===== src/rtl/psh_pkg.sv =====
// ----------------------------------------------------------------------------
// psh_pkg
// Shared widths, constants and controller types for the polynomial string
// hash block.
// ----------------------------------------------------------------------------
`default_nettype none

package psh_pkg;

  localparam int CHAR_W        = 8;
  localparam int HASH_W        = 32;
  localparam int SUM_W         = 64;
  localparam int POS_W         = 4;
  localparam int SHIFT_PER_POS = 5;
  localparam int MAX_POS       = 13;
  localparam int CNT_W         = $clog2(SUM_W);
  localparam int SHIFT_W       = $clog2(SUM_W) + 1;

  localparam logic [HASH_W-1:0] LIMIT_RESET = HASH_W'(1);

  typedef enum logic {
    S_ACC,
    S_DIV
  } psh_state_t;

  // Commands from the controller to the datapath
  typedef struct packed {
    logic acc;       // add the character into the running sum
    logic start;     // add the character, load the divider, clear the string
    logic clear;     // drop the string state
    logic div_step;  // one restoring divider step
    logic out_zero;  // load a zero result
    logic out_rem;   // load the remainder as result
  } psh_cmd_t;

  // Status from the datapath to the controller
  typedef struct packed {
    logic div_last;  // current step is the final quotient bit
    logic out_free;  // result register can take a value this cycle
  } psh_status_t;

endpackage

`default_nettype wire


===== src/rtl/psh_ctrl.sv =====
// ----------------------------------------------------------------------------
// psh_ctrl
// Controller: takes character items and sequences the final divide.
// ----------------------------------------------------------------------------
`default_nettype none

module psh_ctrl
  import psh_pkg::*;
(
  input  wire logic        clk,
  input  wire logic        rst,
  input  wire logic        in_valid,
  input  wire logic        in_last_char,
  input  wire logic        in_no_char,
  output logic             in_ready,
  input  wire psh_status_t status,
  output psh_cmd_t         cmd
);

  psh_state_t state;
  psh_state_t state_next;
  logic       take;

  assign take = in_valid && in_ready;

  always_ff @(posedge clk) begin
    if (rst) begin
      state <= S_ACC;
    end else begin
      state <= state_next;
    end
  end

  always_comb begin
    state_next = state;
    unique case (state)
      S_ACC: begin
        if (take && !in_no_char && in_last_char) begin
          state_next = S_DIV;
        end
      end
      S_DIV: begin
        if (status.div_last && status.out_free) begin
          state_next = S_ACC;
        end
      end
      default: state_next = S_ACC;
    endcase
  end

  always_comb begin
    in_ready = 1'b0;
    cmd      = '0;
    unique case (state)
      S_ACC: begin
        in_ready = status.out_free;
        if (take) begin
          priority if (in_no_char) begin
            cmd.clear    = 1'b1;
            cmd.out_zero = 1'b1;
          end else if (in_last_char) begin
            cmd.start = 1'b1;
          end else begin
            cmd.acc = 1'b1;
          end
        end
      end
      S_DIV: begin
        // Hold on the final step until the result register is free
        cmd.div_step = !(status.div_last && !status.out_free);
        cmd.out_rem  = status.div_last && status.out_free;
      end
      default: begin
        in_ready = 1'b0;
      end
    endcase
  end

endmodule

`default_nettype wire


===== config.mk =====
export PLATFORM = sky130hd
export DESIGN_NAME = psh_ctrl
export DESIGN_NICKNAME = d
export VERILOG_FILES = /design/src/rtl/psh_pkg.sv /design/src/rtl/psh_ctrl.sv
export SDC_FILE = /design/constraint.sdc
export NUM_CORES = 1
export LEC_CHECK = 0
export ABC_AREA = 0
export BUFFER_PORTS_ARGS = -buffer_cell sky130_fd_sc_hd__buf_2
export CAP_MARGIN = 15
export CORE_AREA = 8 8 45 47
export CTS_CLUSTER_DIAMETER = 40
export DETAILED_ROUTE_END_ITERATION = 16
export DIE_AREA = 0 0 53 55
export GPL_ROUTABILITY_DRIVEN = 0
export GPL_TIMING_DRIVEN = 0
export SLEW_MARGIN = 20
export SYNTH_ARGS = -nofsm -noshare
export SYNTH_HDL_FRONTEND = slang
export SYNTH_SLANG_ARGS = --single-unit

===== constraint.sdc =====
create_clock -name clk -period 2.7 [get_ports clk]
set_input_delay 0.81 -clock clk [delete_from_list [all_inputs] [get_ports clk]]
set_output_delay 0.81 -clock clk [all_outputs]
set_load 0.005 [all_outputs]

== Word level (Yosys, flattened, before mapping) ==
Index checks and enable logic that the tools add are counted.

* Register bits: 1
* Output and inout port bits: 7
* Logic and storage cells: 24

* Muxes and demuxes: 14
* Bitwise operators: 1
* Reductions and logical operators: 8

{| class="wikitable"
|+ Operators with widths
! kind !! count
|-
| 2-to-1 mux 1 bit || 10
|-
| 2-to-1 mux 3 bit || 2
|-
| logical AND 1 bit || 5
|-
| zero test 1 bit || 3
|-
| 2-to-1 mux 2 bit || 1
|-
| one-hot mux 1 bit (2 select lines) || 1
|-
| NOT 1 bit || 1
|}

== Longest topological paths before layout ==
* Depth in word-level cells: 6
* Depth in mapped cells: 3

== Least setup slack after synthesis ==
Ideal clock, no wire load.

* Path kind: input-to-output
* Start point: in status[0] (netlist name)
* End point: out cmd[3] (netlist name)
* Arrival: 1.310 ns
* Required time: 1.890 ns
* Path slack: 0.580 ns
* Cell stages on the path: 3
* Buffers on the path: 1
* Cells stage by stage: nor2b_1 > and3_1 > buf_4

{| class="wikitable"
|+ RTL lines
! item !! line !! source
|-
| start, declared || psh_ctrl.sv:16 || <nowiki>input wire psh_status_t status,</nowiki>
|-
| end, declared || psh_ctrl.sv:17 || <nowiki>output psh_cmd_t cmd</nowiki>
|}

==> results.yml <==
layout:
  num_antenna_cells: 0
  drive_above_1_share: 0.5000
  areaGrowthSynthToFinish_pct: 79.07
  layout_common_cells: "buf_2, and3_1, nor2b_1"
  largest_register: "state"
  largest_register_ffs: 1
  fin_nets: 37
  reg_top3: "state (1)"
  layout_commonest_cell: "buf_2"
synth:
  yosys_register_bits: 1
  synth.area.top_cells: "dfxtp_1, and3_1, nor2b_1, o2bb2ai_1, or3b_1"
  yosysTopAreaCellShare: 0.1860
  seq_area_frac_synth: 0.1860
  syn-num-nets: 22
  synth_area_um2: 107.6
  yosysUniqueCellTypes: 12
  syn_area_per_cell_um2: 7.174
  synth_area_leader_cell: "dfxtp_1"
  netlist_instances: 15
  yosys_warnings: 0
floorplanning:
  core_area_um2: 1384
  initial_core_util: 0.07776
  ioPinCount: 14
  die_y_um: 55
  fp.dieArea_um2: 2915
  die_w_um: 53
  placementRows: 14
pwr:
  p_int_mw: 0.02452
  clkPwrFrac: 0
  swShare: 0.2407
  power_density_nw_per_um2: 167.6
  ir_worst_vdd_mv: 0.05049
  p_seq_frac: 0.498
  leakage_nw: 0.1145
  switchingPower_mw: 0.007772
  combPwrFrac: 0.502
timing:
  tns_ns: 0
  grt_setup_unrepaired: "no"
  slew_headroom: 0.8810
  finalHoldViolCount: 0
  fin_ws_ns: 0.3843
  finalSetupViolCount: 0
  timing.fmax_ghz: 0.4318
  period_needed_ns: 2.316
  tightestPinTransition_ns: 0.1769
  post-route-period-util: 0.8577
  hold_ws_ns: 0.6143
  drv_slew: 0
  skew_ns: 0
grt:
  antenna_found_initial: 0
  grt_pass1_wl_um: 683
  grt-ovfl-total: 0
  grt_pass1_vias: 153
  grt_max_degree: 7
  grt.total_usage: 0.02890
setup_path:
  crit_buf_inv: 3
  path_common_cell: "buf_2"
  cp-start-kind: "input port"
  worst_ep_required_time_ns: 1.89
  cp-end-kind: "primary output"
  critical-path-max-stage-delay_ns: 0.19
  crit_family: "buffers and inverters"
  crit_path_top_delay_cell: "and3_1"
  path_cells: "buf_2 -> nor2b_1 -> and3_1 -> buf_4 -> buf_2"
  cp_max_fo: 5
  arrival_ns: 1.51
  worstSetupPathType: "in2out"
placement:
  dp_slack_ns: 0.3804
  io_buffers: 13
flow_run:
  maxCapViolations: 0
route:
  ant_nets: 0
  firstDrtPassIters: 2
  drt-wirelength-per-cell_um: 9.614
  totalWireLength_um: 423
  drc: 0
  routed-via-count: 156
  drt_iter0_markers: 1
  viasPerCell: 3.545
clock_tree:
  post-cts-setup-buffer-count: 0
  clkLatencyLatePin_ns: 0
  ctsHoldBuffers: 0
  path_clk_slew_ns: 0
  ctsResizeCount: 0
hold_path:
  hold_path_class: "reg2reg"
outcome:
  status: "finished, final reports clean"
## worst reg2reg max path, cell delays in order, from the launching register on
cell and delay (ns):
dfxtp_1 0.32, or3b_1 0.37, o2bb2ai_1 0.14
## per-stage QoR
step | instance area [um^2] | util | power, mW | std cells
after floorplan | 107.6 | - | 0.02247 | 15
final | 192.7 | 0.1392 | 0.03229 | 44
after CTS | 192.7 | 0.1392 | 0.03259 | 44
after global placement | 192.7 | 0.1392 | 0.03218 | 44
after global routing | 192.7 | 0.1392 | 0.03483 | 44
after detailed placement | 192.7 | 0.1392 | 0.03254 | 44
## logic make-up after synthesis
logic type | after synthesis | synth area share
buffers and inverters | 2 | 0.1046
AOI/OAI and AO/OA | 2 | 0.1512
and+or+nand+nor | 10 | 0.5581
DFF | 1 | 0.1861
## final timing paths
| check | from | endpoint | slack (ns) | cells after the start |
|---|---|---|---|---|
| worst max-delay path | status[0] | cmd[3] | 0.38 | 5 |
| worst min-delay path | state$_SDFF_PP0_ | state$_SDFF_PP0_ | 0.61 | 2 |
| worst max register to register | state$_SDFF_PP0_ | state$_SDFF_PP0_ | 1.80 | 2 |
| worst min register to register | state$_SDFF_PP0_ | state$_SDFF_PP0_ | 0.61 | 2 |
## power groups by stage
stage | combinational (mW) | clock [mW] | sequential [mW]
2_1_floorplan | 0.00653 | 0 | 0.0159
3_3_place_gp | 0.0161 | 0 | 0.0161
3_5_place_dp | 0.0164 | 0 | 0.0161
4_1_cts | 0.0165 | 0 | 0.0161
5_1_grt | 0.0186 | 0 | 0.0162
6_report | 0.0162 | 0 | 0.0161
## Yosys cell counts
cell       number
nor3_1          1
or3b_1          1
nand2_1         1
dfxtp_1         1
and3_1          3
nor2b_1         2
buf_4           1
a21boi_0        1
o2bb2ai_1       1
inv_1           1
nand3b_1        1
nor2_1          1
## per-layer routing
metal | global-route usage | vias up | routed length [um]
met4 | 0 | 0 | 0
met2 | 0.05078 | 13 | 136
met1 | 0.02568 | 64 | 127
met3 | 0.02674 | 0 | 158
li1 | - | 79 | -
met5 | 0 | - | 0
## cell type report
class / count / area, um^2
plain buffers: 1 / 7.507
inverters: 1 / 3.754
multi-input cells: 12 / 76.32
repair buffers: 13 / 65.06
fillers: 163 / 1191
flip-flops and latches: 1 / 20.02
well taps: 16 / 20.02
(Power assumes the default switching activity.)
